==> src/rtl/kmp_pkg.sv <==
// Package: constants, codes, control types and the pattern byte select.
`timescale 1ns / 1ps
package kmp_pkg;

  localparam int MAX_PATTERN_DEF = 16;
  localparam int MAX_TEXT_DEF    = 65536;
  localparam int PAT_BYTES       = 16;
  localparam int BYTE_W          = 8;
  localparam int LEN_W           = 5;
  localparam int FROM_W          = 16;
  localparam int POS_W           = 16;
  localparam int CFG_IDX_W       = 2;
  localparam int CFG_DATA_W      = 64;

  typedef enum logic [CFG_IDX_W-1:0] {
    REG_PATTERN_LENGTH = 2'd0,
    REG_PATTERN_LOW    = 2'd1,
    REG_PATTERN_HIGH   = 2'd2
  } kmp_reg_t;

  typedef enum logic [2:0] {
    ST_IDLE,
    ST_BUILD_INIT,
    ST_BUILD_CMP,
    ST_BUILD_WAIT,
    ST_STEP,
    ST_MATCH,
    ST_MATCH_WAIT,
    ST_EMIT
  } kmp_state_t;

  // Controller to datapath.
  typedef struct packed {
    logic take;          // latch the incoming byte
    logic build_start;   // failure entry 0, k = 1, b = 0
    logic build_adv;     // write failure entry k, advance k
    logic b_load;        // b from failure table read
    logic pos_step;      // capture and advance the text position
    logic j_fall;        // read failure entry j-1
    logic j_load;        // j from failure table read
    logic j_adv;         // advance j on a byte compare
    logic finish;        // end the search, stage a result
    logic finish_found;
    logic out_load;      // move staged result to the output register
  } kmp_cmd_t;

  // Datapath to controller.
  typedef struct packed {
    logic start;
    logic done;
    logic len_one;
    logic build_last;
    logic b_miss;
    logic over;
    logic in_range;
    logic eot;
    logic j_miss;
    logic j_hit;
    logic out_free;
  } kmp_stat_t;

  // Pattern byte idx; bytes beyond the sixteenth read as zero.
  function automatic logic [BYTE_W-1:0] pat_byte(input logic [8*PAT_BYTES-1:0] pat,
                                                 input logic [6:0] idx);
    logic [BYTE_W-1:0] r;
    r = '0;
    if (idx < 7'(PAT_BYTES)) begin
      r = pat[{idx[3:0], 3'b000} +: BYTE_W];
    end
    return r;
  endfunction

endpackage

==> src/rtl/kmp_channels.sv <==
// Valid/ready channel interfaces for text bytes and search results.
`timescale 1ns / 1ps
interface kmp_text_if;
  logic        valid;
  logic        ready;
  logic [7:0]  text_byte;
  logic        start_of_text;
  logic        end_of_text;
  logic [15:0] search_from;

  modport source (output valid, text_byte, start_of_text, end_of_text, search_from,
                  input ready);
  modport sink   (input valid, text_byte, start_of_text, end_of_text, search_from,
                  output ready);
endinterface

interface kmp_result_if;
  logic        valid;
  logic        ready;
  logic        found;
  logic [15:0] match_position;

  modport source (output valid, found, match_position, input ready);
  modport sink   (input valid, found, match_position, output ready);
endinterface

==> src/rtl/kmp_ram.sv <==
// Generic RAM: one write port, one read port with registered read data.
`timescale 1ns / 1ps
module kmp_ram #(
  parameter int WIDTH = 8,
  parameter int DEPTH = 16
) (
  input  logic                     clk,
  input  logic                     we,
  input  logic [$clog2(DEPTH)-1:0] waddr,
  input  logic [WIDTH-1:0]         wdata,
  input  logic [$clog2(DEPTH)-1:0] raddr,
  output logic [WIDTH-1:0]         rdata
);

  logic [WIDTH-1:0] mem [DEPTH];

  always_ff @(posedge clk) begin
    if (we) begin
      mem[waddr] <= wdata;
    end
    rdata <= mem[raddr];
  end

endmodule

==> src/rtl/kmp_ctrl.sv <==
// Controller: sequences failure table build, byte matching and result hand-off.
`timescale 1ns / 1ps
module kmp_ctrl
  import kmp_pkg::*;
(
  input  logic      clk,
  input  logic      rst,
  input  logic      in_valid,
  output logic      ready,
  input  kmp_stat_t stat,
  output kmp_cmd_t  cmd
);

  kmp_state_t state, state_next;

  always_ff @(posedge clk) begin
    if (rst) begin
      state <= ST_IDLE;
    end else begin
      state <= state_next;
    end
  end

  always_comb begin
    state_next = state;
    cmd        = '0;
    ready      = 1'b0;
    case (state)
      ST_IDLE: begin
        // hold off transfers while reset is high
        ready = !rst;
        if (in_valid && !rst) begin
          cmd.take = 1'b1;
          if (stat.start) begin
            state_next = ST_BUILD_INIT;
          end else if (!stat.done) begin
            state_next = ST_STEP;
          end
        end
      end
      ST_BUILD_INIT: begin
        cmd.build_start = 1'b1;
        state_next = stat.len_one ? ST_STEP : ST_BUILD_CMP;
      end
      ST_BUILD_CMP: begin
        if (stat.b_miss) begin
          state_next = ST_BUILD_WAIT;
        end else begin
          cmd.build_adv = 1'b1;
          if (stat.build_last) begin
            state_next = ST_STEP;
          end
        end
      end
      ST_BUILD_WAIT: begin
        cmd.b_load = 1'b1;
        state_next = ST_BUILD_CMP;
      end
      ST_STEP: begin
        cmd.pos_step = 1'b1;
        if (stat.over) begin
          cmd.finish = 1'b1;
          state_next = ST_EMIT;
        end else if (stat.in_range) begin
          state_next = ST_MATCH;
        end else if (stat.eot) begin
          cmd.finish = 1'b1;
          state_next = ST_EMIT;
        end else begin
          state_next = ST_IDLE;
        end
      end
      ST_MATCH: begin
        if (stat.j_miss) begin
          cmd.j_fall = 1'b1;
          state_next = ST_MATCH_WAIT;
        end else begin
          cmd.j_adv = 1'b1;
          if (stat.j_hit) begin
            cmd.finish       = 1'b1;
            cmd.finish_found = 1'b1;
            state_next = ST_EMIT;
          end else if (stat.eot) begin
            cmd.finish = 1'b1;
            state_next = ST_EMIT;
          end else begin
            state_next = ST_IDLE;
          end
        end
      end
      ST_MATCH_WAIT: begin
        cmd.j_load = 1'b1;
        state_next = ST_MATCH;
      end
      ST_EMIT: begin
        // hold until the output register can take the result
        if (stat.out_free) begin
          cmd.out_load = 1'b1;
          state_next = ST_IDLE;
        end
      end
      default: begin
        state_next = ST_IDLE;
      end
    endcase
  end

endmodule

==> src/rtl/kmp_datapath.sv <==
// Datapath: pattern registers, failure table, match counters and result register.
`timescale 1ns / 1ps
module kmp_datapath
  import kmp_pkg::*;
#(
  parameter int MAX_PATTERN = MAX_PATTERN_DEF,
  parameter int MAX_TEXT    = MAX_TEXT_DEF
) (
  input  logic                  clk,
  input  logic                  rst,
  input  logic                  cfg_write,
  input  logic [CFG_IDX_W-1:0]  cfg_index,
  input  logic [CFG_DATA_W-1:0] cfg_data,
  input  logic [BYTE_W-1:0]     text_byte,
  input  logic                  start_of_text,
  input  logic                  end_of_text,
  input  logic [FROM_W-1:0]     search_from,
  input  kmp_cmd_t              cmd,
  output kmp_stat_t             stat,
  output logic                  out_valid,
  input  logic                  out_ready,
  output logic                  found,
  output logic [POS_W-1:0]      match_position
);

  localparam int CNT_W = $clog2(MAX_PATTERN + 1);
  localparam int IDX_W = $clog2(MAX_PATTERN);
  localparam int TP_W  = $clog2(MAX_TEXT + 1);
  localparam int CMP_W = (TP_W > FROM_W) ? TP_W : FROM_W;

  logic [LEN_W-1:0]      pattern_length;
  logic [CFG_DATA_W-1:0] pattern_low;
  logic [CFG_DATA_W-1:0] pattern_high;
  logic [8*PAT_BYTES-1:0] pat;

  logic [BYTE_W-1:0] cur_byte;
  logic              eot_q;
  logic [FROM_W-1:0] from_q;
  logic [TP_W-1:0]   pos;
  logic [POS_W-1:0]  pos_cur;
  logic [CNT_W-1:0]  j, b, k, m;
  logic              done;
  logic              stage_found;
  logic [POS_W-1:0]  stage_pos;

  logic [BYTE_W-1:0] pk, pb, pj;
  logic              b_eq, j_eq;
  logic [CNT_W-1:0]  b_new, j_new, b_dec, j_dec;
  logic              ram_we;
  logic [IDX_W-1:0]  ram_waddr, ram_raddr;
  logic [CNT_W-1:0]  ram_wdata, ram_rdata;

  assign pat = {pattern_high, pattern_low};

  // Clamp the programmed length into 1..MAX_PATTERN.
  always_comb begin
    if (pattern_length == '0) begin
      m = CNT_W'(1);
    end else if (int'(pattern_length) > MAX_PATTERN) begin
      m = CNT_W'(MAX_PATTERN);
    end else begin
      m = CNT_W'(pattern_length);
    end
  end

  assign pk    = pat_byte(pat, 7'(k));
  assign pb    = pat_byte(pat, 7'(b));
  assign pj    = pat_byte(pat, 7'(j));
  assign b_eq  = (pk == pb);
  assign j_eq  = (cur_byte == pj);
  assign b_new = b + CNT_W'(b_eq);
  assign j_new = j + CNT_W'(j_eq);
  assign b_dec = b - CNT_W'(1);
  assign j_dec = j - CNT_W'(1);

  assign ram_we    = cmd.build_start | cmd.build_adv;
  assign ram_waddr = cmd.build_start ? '0 : k[IDX_W-1:0];
  assign ram_wdata = cmd.build_start ? '0 : b_new;
  assign ram_raddr = cmd.j_fall ? j_dec[IDX_W-1:0] : b_dec[IDX_W-1:0];

  kmp_ram #(
    .WIDTH (CNT_W),
    .DEPTH (MAX_PATTERN)
  ) u_failure_ram (
    .clk   (clk),
    .we    (ram_we),
    .waddr (ram_waddr),
    .wdata (ram_wdata),
    .raddr (ram_raddr),
    .rdata (ram_rdata)
  );

  always_comb begin
    stat.start      = start_of_text;
    stat.done       = done;
    stat.len_one    = (m == CNT_W'(1));
    stat.build_last = ((k + CNT_W'(1)) == m);
    stat.b_miss     = (b != '0) && !b_eq;
    stat.over       = (pos >= TP_W'(MAX_TEXT));
    stat.in_range   = (CMP_W'(pos) >= CMP_W'(from_q));
    stat.eot        = eot_q;
    stat.j_miss     = (j != '0) && !j_eq;
    stat.j_hit      = (j_new >= m);
    stat.out_free   = !out_valid || out_ready;
  end

  // Control state and configuration registers.
  always_ff @(posedge clk) begin
    if (rst) begin
      pattern_length <= LEN_W'(1);
      pattern_low    <= '0;
      pattern_high   <= '0;
      done           <= 1'b1;
      j              <= '0;
      pos            <= '0;
      out_valid      <= 1'b0;
    end else begin
      if (cfg_write) begin
        case (kmp_reg_t'(cfg_index))
          REG_PATTERN_LENGTH: pattern_length <= cfg_data[LEN_W-1:0];
          REG_PATTERN_LOW:    pattern_low    <= cfg_data;
          REG_PATTERN_HIGH:   pattern_high   <= cfg_data;
          default: ;
        endcase
      end
      if (cmd.take && start_of_text) begin
        j    <= '0;
        pos  <= '0;
        done <= 1'b0;
      end
      if (cmd.pos_step) begin
        if (!stat.over) begin
          pos <= pos + TP_W'(1);
        end
        // drop a count left over from a longer pattern
        if (j >= m) begin
          j <= '0;
        end
      end
      if (cmd.j_load) begin
        j <= ram_rdata;
      end
      if (cmd.j_adv) begin
        j <= j_new;
      end
      if (cmd.finish) begin
        done <= 1'b1;
      end
      if (cmd.out_load) begin
        out_valid <= 1'b1;
      end else if (out_ready) begin
        out_valid <= 1'b0;
      end
    end
  end

  // Payload registers.
  always_ff @(posedge clk) begin
    if (cmd.take) begin
      cur_byte <= text_byte;
      eot_q    <= end_of_text;
      from_q   <= search_from;
    end
    if (cmd.build_start) begin
      k <= CNT_W'(1);
      b <= '0;
    end
    if (cmd.build_adv) begin
      b <= b_new;
      k <= k + CNT_W'(1);
    end
    if (cmd.b_load) begin
      b <= ram_rdata;
    end
    if (cmd.pos_step) begin
      pos_cur <= POS_W'(pos);
    end
    if (cmd.finish) begin
      stage_found <= cmd.finish_found;
      stage_pos   <= cmd.finish_found ? (pos_cur + POS_W'(1) - POS_W'(m)) : '0;
    end
    if (cmd.out_load) begin
      found          <= stage_found;
      match_position <= stage_pos;
    end
  end

endmodule

==> src/rtl/kmp_substring_search.sv <==
// Top level: KMP substring search over a streamed text.
`timescale 1ns / 1ps
// Finds the first occurrence of the programmed pattern (1 to MAX_PATTERN bytes)
// in a text streamed one byte per transfer, and returns one result per text:
// found with the match start index, or not-found at the last byte or once the
// text passes MAX_TEXT bytes. Program the pattern registers only between
// texts. A byte at or past the start position is accepted, steps the position
// and is compared, plus a failure table read and compare per link followed;
// links amortize to under one per byte. A byte before the start position is
// accepted and steps the position only; a byte that arrives while no search is
// active is only accepted. The first byte of a text also rebuilds the failure
// table first, one entry per pattern byte plus a reload per link followed. A
// byte that ends the search also loads the output register, waiting while the
// previous result still sits there; the loaded result then waits for the sink
// while the next byte is taken. This follows from the single-read failure
// table RAM with registered output and the matcher's one compare per cycle.
module kmp_substring_search
  import kmp_pkg::*;
#(
  parameter int MAX_PATTERN = MAX_PATTERN_DEF,
  parameter int MAX_TEXT    = MAX_TEXT_DEF
) (
  input  logic                  clk,
  input  logic                  rst,
  input  logic                  cfg_write,
  input  logic [CFG_IDX_W-1:0]  cfg_index,
  input  logic [CFG_DATA_W-1:0] cfg_data,
  kmp_text_if.sink              text,
  kmp_result_if.source          result
);

  kmp_cmd_t  cmd;
  kmp_stat_t stat;

  kmp_ctrl u_ctrl (
    .clk      (clk),
    .rst      (rst),
    .in_valid (text.valid),
    .ready    (text.ready),
    .stat     (stat),
    .cmd      (cmd)
  );

  kmp_datapath #(
    .MAX_PATTERN (MAX_PATTERN),
    .MAX_TEXT    (MAX_TEXT)
  ) u_datapath (
    .clk            (clk),
    .rst            (rst),
    .cfg_write      (cfg_write),
    .cfg_index      (cfg_index),
    .cfg_data       (cfg_data),
    .text_byte      (text.text_byte),
    .start_of_text  (text.start_of_text),
    .end_of_text    (text.end_of_text),
    .search_from    (text.search_from),
    .cmd            (cmd),
    .stat           (stat),
    .out_valid      (result.valid),
    .out_ready      (result.ready),
    .found          (result.found),
    .match_position (result.match_position)
  );

endmodule

==> src/flat_wrapper.sv <==
// flat-port wrapper written by rule: the top's interface ports become plain ports
module kmp_substring_search_flat import kmp_pkg::*;
#(
  parameter int MAX_PATTERN = MAX_PATTERN_DEF,
  parameter int MAX_TEXT    = MAX_TEXT_DEF
)
  (clk, rst, cfg_write, cfg_index, cfg_data, text_valid, text_text_byte, text_start_of_text, text_end_of_text, text_search_from, text_ready, result_valid, result_found, result_match_position, result_ready);
  kmp_text_if text_i ();
  kmp_result_if result_i ();
  input  logic clk;
  input  logic rst;
  input  logic cfg_write;
  input  logic [CFG_IDX_W-1:0] cfg_index;
  input  logic [CFG_DATA_W-1:0] cfg_data;
  input wire logic [$bits(text_i.valid)-1:0] text_valid;
  input wire logic [$bits(text_i.text_byte)-1:0] text_text_byte;
  input wire logic [$bits(text_i.start_of_text)-1:0] text_start_of_text;
  input wire logic [$bits(text_i.end_of_text)-1:0] text_end_of_text;
  input wire logic [$bits(text_i.search_from)-1:0] text_search_from;
  output wire logic [$bits(text_i.ready)-1:0] text_ready;
  output wire logic [$bits(result_i.valid)-1:0] result_valid;
  output wire logic [$bits(result_i.found)-1:0] result_found;
  output wire logic [$bits(result_i.match_position)-1:0] result_match_position;
  input wire logic [$bits(result_i.ready)-1:0] result_ready;
  assign text_i.valid = text_valid;
  assign text_i.text_byte = text_text_byte;
  assign text_i.start_of_text = text_start_of_text;
  assign text_i.end_of_text = text_end_of_text;
  assign text_i.search_from = text_search_from;
  assign text_ready = text_i.ready;
  assign result_valid = result_i.valid;
  assign result_found = result_i.found;
  assign result_match_position = result_i.match_position;
  assign result_i.ready = result_ready;
  kmp_substring_search #(.MAX_PATTERN(MAX_PATTERN), .MAX_TEXT(MAX_TEXT)) u_core (.clk(clk), .rst(rst), .cfg_write(cfg_write), .cfg_index(cfg_index), .cfg_data(cfg_data), .text(text_i), .result(result_i));
endmodule
==> config.mk <==
export PLATFORM = sky130hd
export DESIGN_NAME = kmp_substring_search_flat
export DESIGN_NICKNAME = d
export VERILOG_FILES = /design/src/rtl/kmp_pkg.sv /design/src/rtl/kmp_channels.sv /design/src/rtl/kmp_ram.sv /design/src/rtl/kmp_ctrl.sv /design/src/rtl/kmp_datapath.sv /design/src/rtl/kmp_substring_search.sv /design/src/flat_wrapper.sv
export SDC_FILE = /design/constraint.sdc
export NUM_CORES = 1
export LEC_CHECK = 0
export ABC_AREA = 1
export CAP_MARGIN = 20
export CORE_ASPECT_RATIO = 0.7
export CORE_UTILIZATION = 45
export CTS_CLUSTER_DIAMETER = 80
export DETAILED_ROUTE_END_ITERATION = 8
export DONT_BUFFER_PORTS = 1
export PLACE_DENSITY = 0.71
export SYNTH_ARGS = -nofsm -noshare
export SYNTH_HDL_FRONTEND = slang
export SYNTH_HIERARCHICAL = 1
export SYNTH_SLANG_ARGS = --single-unit
==> constraint.sdc <==
create_clock -name clk -period 4.2 [get_ports clk]
set_input_delay 0.42 -clock clk [delete_from_list [all_inputs] [get_ports clk]]
set_output_delay 0.42 -clock clk [all_outputs]
set_load 0.01 [all_outputs]
# After elaboration in Yosys (flattened, before gate mapping)

Memories as Yosys holds them, arrays and structs flattened. A register that Yosys moved wholly into a read port is not among the register bits.
Cells that the tools add are included.

Register bits: 245
Memory bits (writable): 80
Bits of input ports: 97
Logic and storage cells: 138
Memories kept: 1

Memory list:

| memory                              | depth | bits a word | rd ports | clocked after Yosys merged registers in | write ports | RTL line      | text |
|---|---|---|---|---|---|---|---|
| u_core.u_datapath.u_failure_ram.mem | 16    | 5           | 1        | 1                                       | 1           | kmp_ram.sv:15 | `logic [WIDTH-1:0] mem [DEPTH];` |

$add $sub $neg: 8
Magnitude comparators: 8
Eq/ne operators: 17
Shifts and indexed selects: 3
Muxes and demuxes: 60
Bitwise operators: 1
Reductions and logical operators: 22

Operators with widths:

| kind                    | count |
|---|---|
| $shiftx A128 B8 Y8      | 3 |
| $mux W5                 | 13 |
| $mux W17                | 3 |
| $mux W3                 | 13 |
| $mux W1                 | 24 |
| $mux W8                 | 3 |
| $pmux W3 S8             | 1 |
| $add A17 B1 Y17 const B | 1 |
| $ge A17 B16 Y1          | 1 |
| $ge A17 B17 Y1 const B  | 1 |
| $add A16 B1 Y16 const B | 1 |
| $eq A8 B8 Y1            | 2 |
| $sub A16 B5 Y16         | 1 |
| $lt A5 B5 Y1 const B    | 3 |
| $eq A3 B3 Y1 const B    | 4 |
| $add A5 B1 Y5           | 2 |
| $ge A5 B5 Y1            | 2 |
| $reduce_bool A5 Y1      | 2 |
| $mux W4                 | 2 |
| $sub A4 B1 Y4 const B   | 2 |
| $eq A3 B2 Y1 const B    | 2 |
| $reduce_and A2 Y1       | 3 |
| $add A5 B1 Y5 const B   | 1 |
| $eq A5 B1 Y1 const B    | 1 |
| 21 further kinds        | 28 |

# Logic depth before layout (Yosys ltp)

Gate-level depths: netlist of the first run.

Depth after elaboration: 10
Depth in mapped cells: 30
Gate-level depth less buffers: 29

# Cells and area by module

The synthesis of the first run kept the hierarchy.

By module, submodules not included:

| module       | instances | cells each | area an instance (sq um) | seq. area each (sq um) |
|---|---|---|---|---|
| kmp_datapath | 1         | 1996       | 14246.2                  | 5695.5 |
| kmp_ram      | 1         | 355        | 3691.0                   | 2502.4 |
| kmp_ctrl     | 1         | 73         | 367.9                    | 60.1 |

# Least setup slack after synthesis of the first run

OpenSTA, ideal clock, no wires.

Path type: reg2reg
Start: reg u_core.u_datapath.j[0]
End: reg u_core.u_datapath.stage_found, enable pin
Setup time: 0.374 ns
Arrival: 3.330 ns
Slack: 0.496 ns
Stages on the path, launching flop included: 29
Buffers on the path: 2
Cells stage by stage: dfxtp_1 > buf_4 > buf_4 > a21oi_1 > o21ai_0 > nand3_1 > nand3_1 > nand2_1 > nand2_1 > nand2_1 > nand2_1 > nor2_1 > nand2_1 > nor2_2 > ha_1 > nand2_1 > nor2_1 > inv_1 > nand2_1 > inv_1 > ha_1 > inv_1 > o21bai_1 > a21oi_1 > o21bai_1 > nor2_1 > nor3_1 > inv_1 > nand2_1

RTL lines:

| element                | RTL line            | text |
|---|---|---|
| from (decl)            | kmp_datapath.sv:41  | `logic [CNT_W-1:0] j, b, k, m;` |
| from (signal assigned) | kmp_datapath.sv:141 | `j <= ram_rdata;` |
| from (signal assigned) | kmp_datapath.sv:144 | `j <= j_new;` |
| to (signal assigned)   | kmp_datapath.sv:179 | `stage_found <= cmd.finish_found;` |
| to (decl)              | kmp_datapath.sv:43  | `logic stage_found;` |

# Final worst setup path of the first run

Start: reg u_core.u_datapath.k[0]
End: mem u_core/u_datapath/u_failure_ram/mem[13][3] (netlist bit), data pin

Word-level cells in the longest chain between the ends: 5

Ends and longest elaborated chain:

| element                                            | RTL line                     | text |
|---|---|---|
| from (decl)                                        | kmp_datapath.sv:41           |  |
| from (signal assigned)                             | kmp_datapath.sv:170          | `k <= k + CNT_W'(1);` |
| $shiftx A128 B8 Y8 or $lt A5 B5 Y1 (tied branches) | kmp_pkg.sv:68, kmp_pkg.sv:67 |  |
| $mux W8 *                                          | kmp_pkg.sv:67                | `if (idx < 7'(PAT_BYTES)) begin` |
| $eq A8 B8 Y1 *                                     | kmp_datapath.sv:69           | `assign b_eq = (pk == pb);` |
| $add A5 B1 Y5 *                                    | kmp_datapath.sv:71           | `assign b_new = b + CNT_W'(b_eq);` |
| $mux W5 *                                          | kmp_datapath.sv:78           | `assign ram_wdata = cmd.build_start ? '0 : b_new;` |
| named net u_core.u_datapath.ram_wdata[3]           | kmp_datapath.sv:51           | `logic [CNT_W-1:0] ram_wdata, ram_rdata;` |
| to (decl)                                          | kmp_ram.sv:15                |  |

The timed path passes the listed nets; every way through them passes the cells marked *.

==> flow_summary.json, run 1 <==
{
  "syn_area_mm2": 0.01831,
  "cts_buffers": 35,
  "tightestPinTransition_ps": 1111,
  "reg2reg_from": "u_core/u_datapath/k[0]",
  "via_per_inst": 5.582,
  "critPathSlowestCell": "nor2_1",
  "status": "finished clean",
  "grt_max_degree": 106,
  "dp_hpwl_um": 41620,
  "slew_headroom": 0.2564,
  "clkLatencyLatePin_ps": 540,
  "finalCoreUtilization": 0.5105,
  "synth.largest_area_cell": "edfxtp_1",
  "design.die.area_mm2": 0.04150,
  "syn_nets": 2575,
  "dp.cells": 2885,
  "rows": 61,
  "cts_tree": "done",
  "setup_viol": 0,
  "max_freq_mhz": 249.7,
  "cp.required_ps": 4590,
  "synthDominantCellAreaShare": 0.2707,
  "clk_pin_slew_ps": 70,
  "vdd_drop_max_v": 0.0004983,
  "crit_chain": "buf_12 > o21ai_0 > o211ai_1 > nand3_1 > nand2_1 > nand2_1 > nand2_1 > nand2_1 > nor2_1 > nand2_1 > nor2_2 > ha_1 > nand3_1 > xor2_1 > nor2_1 > buf_4",
  "drc": 0,
  "regArea_mm2": 0.008265,
  "skew_ps": 16.28,
  "arrival_ps": 4400,
  "crit_start": "u_core/u_datapath/k[0]",
  "crit_path_start_kind": "flop",
  "drt_wl_total_um": 58070,
  "min_period_ps": 4004,
  "min_period_over_period": 0.9534,
  "first_pass_iters": 6,
  "fillCellCount": 3802,
  "synth_cell_types": 41,
  "yosysWarnings": 6,
  "grt_usage": 0.2734,
  "syn_area_per_cell_um2": 7.552,
  "post_drt_wl_per_cell_um": 19.41,
  "max_stage_delay_ps": 840,
  "power.leakage_nw": 8.685,
  "dr_total_vias": 16700,
  "layout.nets": 2575,
  "critPathBufInv": 2,
  "synthTopCellsByArea": "edfxtp_1, dfxtp_1, nand2_1",
  "io_pins": 116,
  "core_mm2": 0.03992,
  "drv_cap": 0,
  "synth-seq-cells": 330,
  "die-width_um": 243.1,
  "finalNonFillerCells": 2991,
  "grt.overflow.total": 0,
  "power_mw": 11.58,
  "cts_htree_levels": 2,
  "clock-sinks": 330,
  "hp-class": "primary input to flop",
  "slew_viol_final": 0,
  "worstPathMaxFanout": 105,
  "drt-initial-drc-count": 1843,
  "synth_cells": 2424,
  "crit_family": "simple AND/OR/NAND/NOR gates",
  "powerDensity_mw_per_mm2": 568.2,
  "grt_pass1_vias": 15300,
  "ys_seq_area_frac": 0.4511,
  "antenna_found_initial": 1,
  "multi_input_area_mm2": 0.008138,
  "clockBufferDepth": 3,
  "io_buffers": 0,
  "place.gp.congestion": 0.9807,
  "critical_path_class": "flop to flop",
  "layout-drive-gt1-share": 0.08527,
  "final_antenna_net_count": 0,
  "hold_path.startpoint": "cfg_data[38]",
  "hold_viol": 0,
  "critPathCaptureType": "flop",
  "cp_common_cell": "nand2_1",
  "grt_pass1_wl_um": 88250,
  "start_util": 0.4586,
  "area_growth_pct": 11.33,
  "cts_root_buf": "clkbuf_16",
  "die_y_um": 170.7
}
-- worst register-to-register path, delay by kind of cell (launching register included) --
family,cells,cell delay [ps]
XOR/XNOR,1,170
AO/OA/AOI/OAI,2,520
flip-flops,1,440
AND/OR/NAND/NOR,10,1850
adder cells (fa/ha/maj),1,250
buffers and inverters,2,630
-- cells in the mapped netlist (all sizes together) --
master	count
o21bai	5
a21oi	216
a221oi	1
o221ai	1
nor2	157
a211oi	7
inv	310
nor4	2
nand2	575
o211ai	70
o21ba	1
nand3	279
xor2	11
o31ai	1
clkbuf	58
buf	83
nand4	8
and2	1
ha	53
xnor2	5
a21o	1
nand3b	10
o21ai	219
edfxtp	165
nor3	12
dfxtp	165
o21a	2
clkinv	5
fa	1
-- stage by stage --
step | instance area [um^2] | hold slack [ps] | setup TNS [ps] | setup slack, ps
floorplan | 18310 | 400.3 | 0 | 495.7
global placement | 18770 | 407.1 | 0 | 197.3
detailed placement | 18780 | 404.5 | 0 | 119.1
CTS | 20200 | 2.796 | 0 | 122.6
global route | 20370 | 10.34 | -211.7 | -22.50
finish | 20380 | 19.13 | 0 | 195.6
-- layer usage --
layer	share of wire	GRT usage	vias to the layer above	wire length [um]
met5	0	0	-	0
met1	0.44	0.3877	7802	25620
li1	-	-	8034	-
met2	0.45	0.4358	768	26090
met4	0.022	0.07192	0	1303
met3	0.087	0.04063	91	5060
-- state kept, by name, indices dropped and copies added, names as in the netlist, 8 cells and up --
name and flops:
u_core/u_datapath/from_q 16, u_core/u_datapath/pos_cur 16, u_core/u_datapath/pos 17, u_core/u_datapath/u_failure_ram/mem 80, u_core/u_datapath/pattern_low 64, u_core/u_datapath/cur_byte 8, u_core/u_datapath/stage_pos 16, u_core/u_datapath/pattern_high 64
u_core/u_datapath/match_position 16
-- timing repair --
| action | in CTS | in global routing |
|---|---|---|
| endpoints found under the hold margin | 34 | 0 |
| hold buffers | 29 | 0 |
| resized for setup | 0 | 23 |
| setup buffers | 0 | 5 |
| endpoints found under the setup margin | 0 | 153 |
-- layout by cell type, fill, tap and decap left out, drive strengths merged, types with 5 or more instances in the layout --
cell / instances
nand3: 279
clkinvlp: 5
clkinv: 13
inv: 309
a21oi: 216
xor2: 11
o21bai: 5
nand4: 8
edfxtp: 165
a211oi: 7
nor2: 157
nand3b: 10
buf: 72
dlygate4sd3: 29
ha: 53
dfxtp: 165
clkbuf: 53
o21ai: 219
xnor2: 5
diode: 5
nand2: 575
nor3: 12
o211ai: 70
-- cells by family after synthesis --
family,share of synthesized area
adders and majority gates,0.03732
xor gates and xnor gates,0.007655
buffers and inverters,0.1077
DFF,0.4511
AOI/OAI and AO/OA,0.1562
and+or+nand+nor,0.2400
-- path summary, 6_finish.rpt --
kind                                           endpoint  slack, ps  cells past startpoint
min reg2reg        u_core/u_datapath/match_position[11]        420                      0
max          u_core/u_datapath/u_failure_ram/mem[13][3]        200                     16
max reg2reg  u_core/u_datapath/u_failure_ram/mem[13][3]        200                     16
min                  u_core/u_datapath/pattern_high[38]         20                      2
-- report_power, final --
group | total [mW] | internal, mW | switching [mW]
logic | 4.36 | 1.36 | 3.00
clock network | 3.08 | 1.77 | 1.31
registers | 4.13 | 3.91 | 0.225
-- area by class of cell --
cell class	instances	area share
antenna	5	0.0006140
sequential	330	0.4056
inverter	315	0.05888
tap	535	0.03285
timing repair buffer	104	0.04740
multi-input combinational	1638	0.3993
clock buffer	50	0.04826
clock inverter	14	0.007061
Power figures use the tool's default switching activity.
==> run 2: changes to the inputs <==
--- a/config.mk
+++ b/config.mk
@@ -12,6 +12,7 @@
 export CTS_CLUSTER_DIAMETER = 80
 export DETAILED_ROUTE_END_ITERATION = 8
 export DONT_BUFFER_PORTS = 1
+export GPL_TIMING_DRIVEN = 0
 export PLACE_DENSITY = 0.71
 export SYNTH_ARGS = -nofsm -noshare
 export SYNTH_HDL_FRONTEND = slang
==> run 2 against run 1 <==
The flow now finishes with violations (setup timing). Clock skew is 4.7 ps higher. Cell count is 3.2% higher. Flip-flop and latch count stayed put. Core utilization is 3.3 points higher. Design area is 6.4% higher. Sequential share of layout area is 2.5 points lower. Count of clock-buffer cells in the layout is 10 lower. First-iteration DRC count is 56% higher. Register-to-register slack worse by 350 ps. Critical path type unchanged. Clock power is 5% higher.
==> flow_summary.json, run 2 (same netlist as run 1, synthesis figures left out) <==
{
  "critical_path_class": "flop to flop",
  "cts_tree": "done",
  "rows": 61,
  "drt-initial-drc-count": 2876,
  "fillCellCount": 3745,
  "violations": "setup timing",
  "hold_viol": 0,
  "post_drt_wl_per_cell_um": 26.70,
  "arrival_ps": 4750,
  "area_growth_pct": 18.46,
  "cts_buffers": 35,
  "setup_viol": 28,
  "crit_path_start_kind": "flop",
  "cts_htree_levels": 2,
  "layout-drive-gt1-share": 0.1384,
  "via_per_inst": 6.066,
  "design.die.area_mm2": 0.04150,
  "post_dp_cell_area_mm2": 0.01906,
  "final_antenna_net_count": 0,
  "drc": 0,
  "drv_cap": 0,
  "place_ws_ps": -1317,
  "min_period_ps": 4351,
  "clkLatencyLatePin_ps": 540,
  "die-width_um": 243.1,
  "critPathSlowestCell": "clkbuf_1",
  "cts_root_buf": "clkbuf_16",
  "top_register": "u_core/u_datapath/u_failure_ram/mem",
  "min_period_over_period": 1.036,
  "critPathCaptureType": "flop",
  "final_common_cell": "nand2_1",
  "powerDensity_mw_per_mm2": 590.8,
  "max_freq_mhz": 229.8,
  "largest_register_ffs": 80,
  "core_mm2": 0.03992,
  "power.leakage_nw": 9.142,
  "first_pass_iters": 7,
  "hp-class": "primary input to flop",
  "reg_top3": "u_core/u_datapath/u_failure_ram/mem x80, u_core/u_datapath/pattern_high x64, u_core/u_datapath/pattern_low x64",
  "grt_usage": 0.3828,
  "status": "finished with violations",
  "start_util": 0.4586,
  "grt_pass1_vias": 17160,
  "slew_viol_final": 0,
  "antenna_found_initial": 2,
  "timing.final.ws_setup_ps": -150.9,
  "io_buffers": 0,
  "crit_family": "simple AND/OR/NAND/NOR gates",
  "slew_headroom": 0.3090,
  "layout.nets": 2676,
  "cp.required_ps": 4600,
  "grt_max_degree": 21,
  "drt_wl_total_um": 82400,
  "die_y_um": 170.7,
  "io_pins": 116,
  "dr_total_vias": 18720,
  "regArea_mm2": 0.008262,
  "tightestPinTransition_ps": 1035,
  "final_area_mm2": 0.02168,
  "clock-sinks": 330,
  "place.gp.congestion": 1.018,
  "vdd_drop_max_v": 0.0004215,
  "rsz0062_at_grt": "true",
  "clockBufferDepth": 3,
  "worstPathMaxFanout": 10,
  "finalCoreUtilization": 0.5432,
  "grt.overflow.total": 0,
  "critPathBufInv": 7,
  "skew_ps": 20.97,
  "dp_hpwl_um": 59050,
  "grt_pass1_wl_um": 115100,
  "max_stage_delay_ps": 680,
  "layout_common_cells": "nand2_1, nand3_1, inv_1",
  "clk_pin_slew_ps": 70,
  "multi_input_area_mm2": 0.008681
}
## run 2: worst paths after layout
| path | start | to | slack, ps | depth (start not counted) |
|---|---|---|---|---|
| max | u_core/u_datapath/j[3] | u_core/u_datapath/stage_pos[9] | -150 | 27 |
| min | cfg_data[22] | u_core/u_datapath/pattern_high[22] | 10 | 2 |
| max reg2reg | u_core/u_datapath/j[3] | u_core/u_datapath/stage_pos[9] | -150 | 27 |
| min reg2reg | u_core/u_datapath/stage_pos[8] | u_core/u_datapath/match_position[8] | 420 | 0 |
## run 2: where the power goes
part           switching [mW]  internal [mW]
logic                    3.90           1.60
clock network            1.40           1.82
registers               0.183           3.91
## run 2: cell type report
cell class | count | share of cell area
Inverter | 315 | 0.05545
Tap cell | 535 | 0.03087
Buffer | 141 | 0.04841
Multi-Input combinational cell | 1641 | 0.4003
Sequential cell | 330 | 0.3810
Clock inverter | 22 | 0.01119
Antenna cell | 1 | 0.0001154
Clock buffer | 40 | 0.04172
Timing Repair Buffer | 61 | 0.03087
## run 2: what timing repair did
| action | CTS | global route |
|---|---|---|
| buffers inserted | 18 | 6 |
| gates cloned | 4 | 3 |
| hold buffers | 26 | 0 |
| resized for setup | 149 | 111 |
| hold endpoints to repair | 31 | 0 |
| pin swaps | 30 | 38 |
| endpoints found under the setup margin | 163 | 139 |
## run 2: per-stage QoR
stage / total power, mW / std cells / TNS (ps) / hold WS, ps
CTS: 12.35 / 3076 / -519.0 / 1.573
global route: 13.28 / 3085 / -3933 / 3.610
finish: 12.81 / 3086 / -2125 / 9.959
global placement: 8.749 / 2959 / -112080 / 403.7
detailed placement: 8.878 / 2966 / -91300 / 404.5
floorplan: 7.069 / 2424 / 0 / 400.3
## run 2: worst register-to-register path, delay by kind of cell, from the launching register on
| family | cells | cell delay [ps] |
|---|---|---|
| simple gates | 13 | 1520 |
| buf+inv | 7 | 1120 |
| compound gates | 5 | 750 |
| fa+ha+maj | 2 | 450 |
| flops | 1 | 370 |
## run 2: routing by layer
metal  up-vias  GRT usage  wire, um
met4         0     0.1345      3256
met3       244     0.1053     10930
met1      8920     0.5333     33890
met2      1305     0.5681     34320
li1       8251          -         -
met5         -          0         0
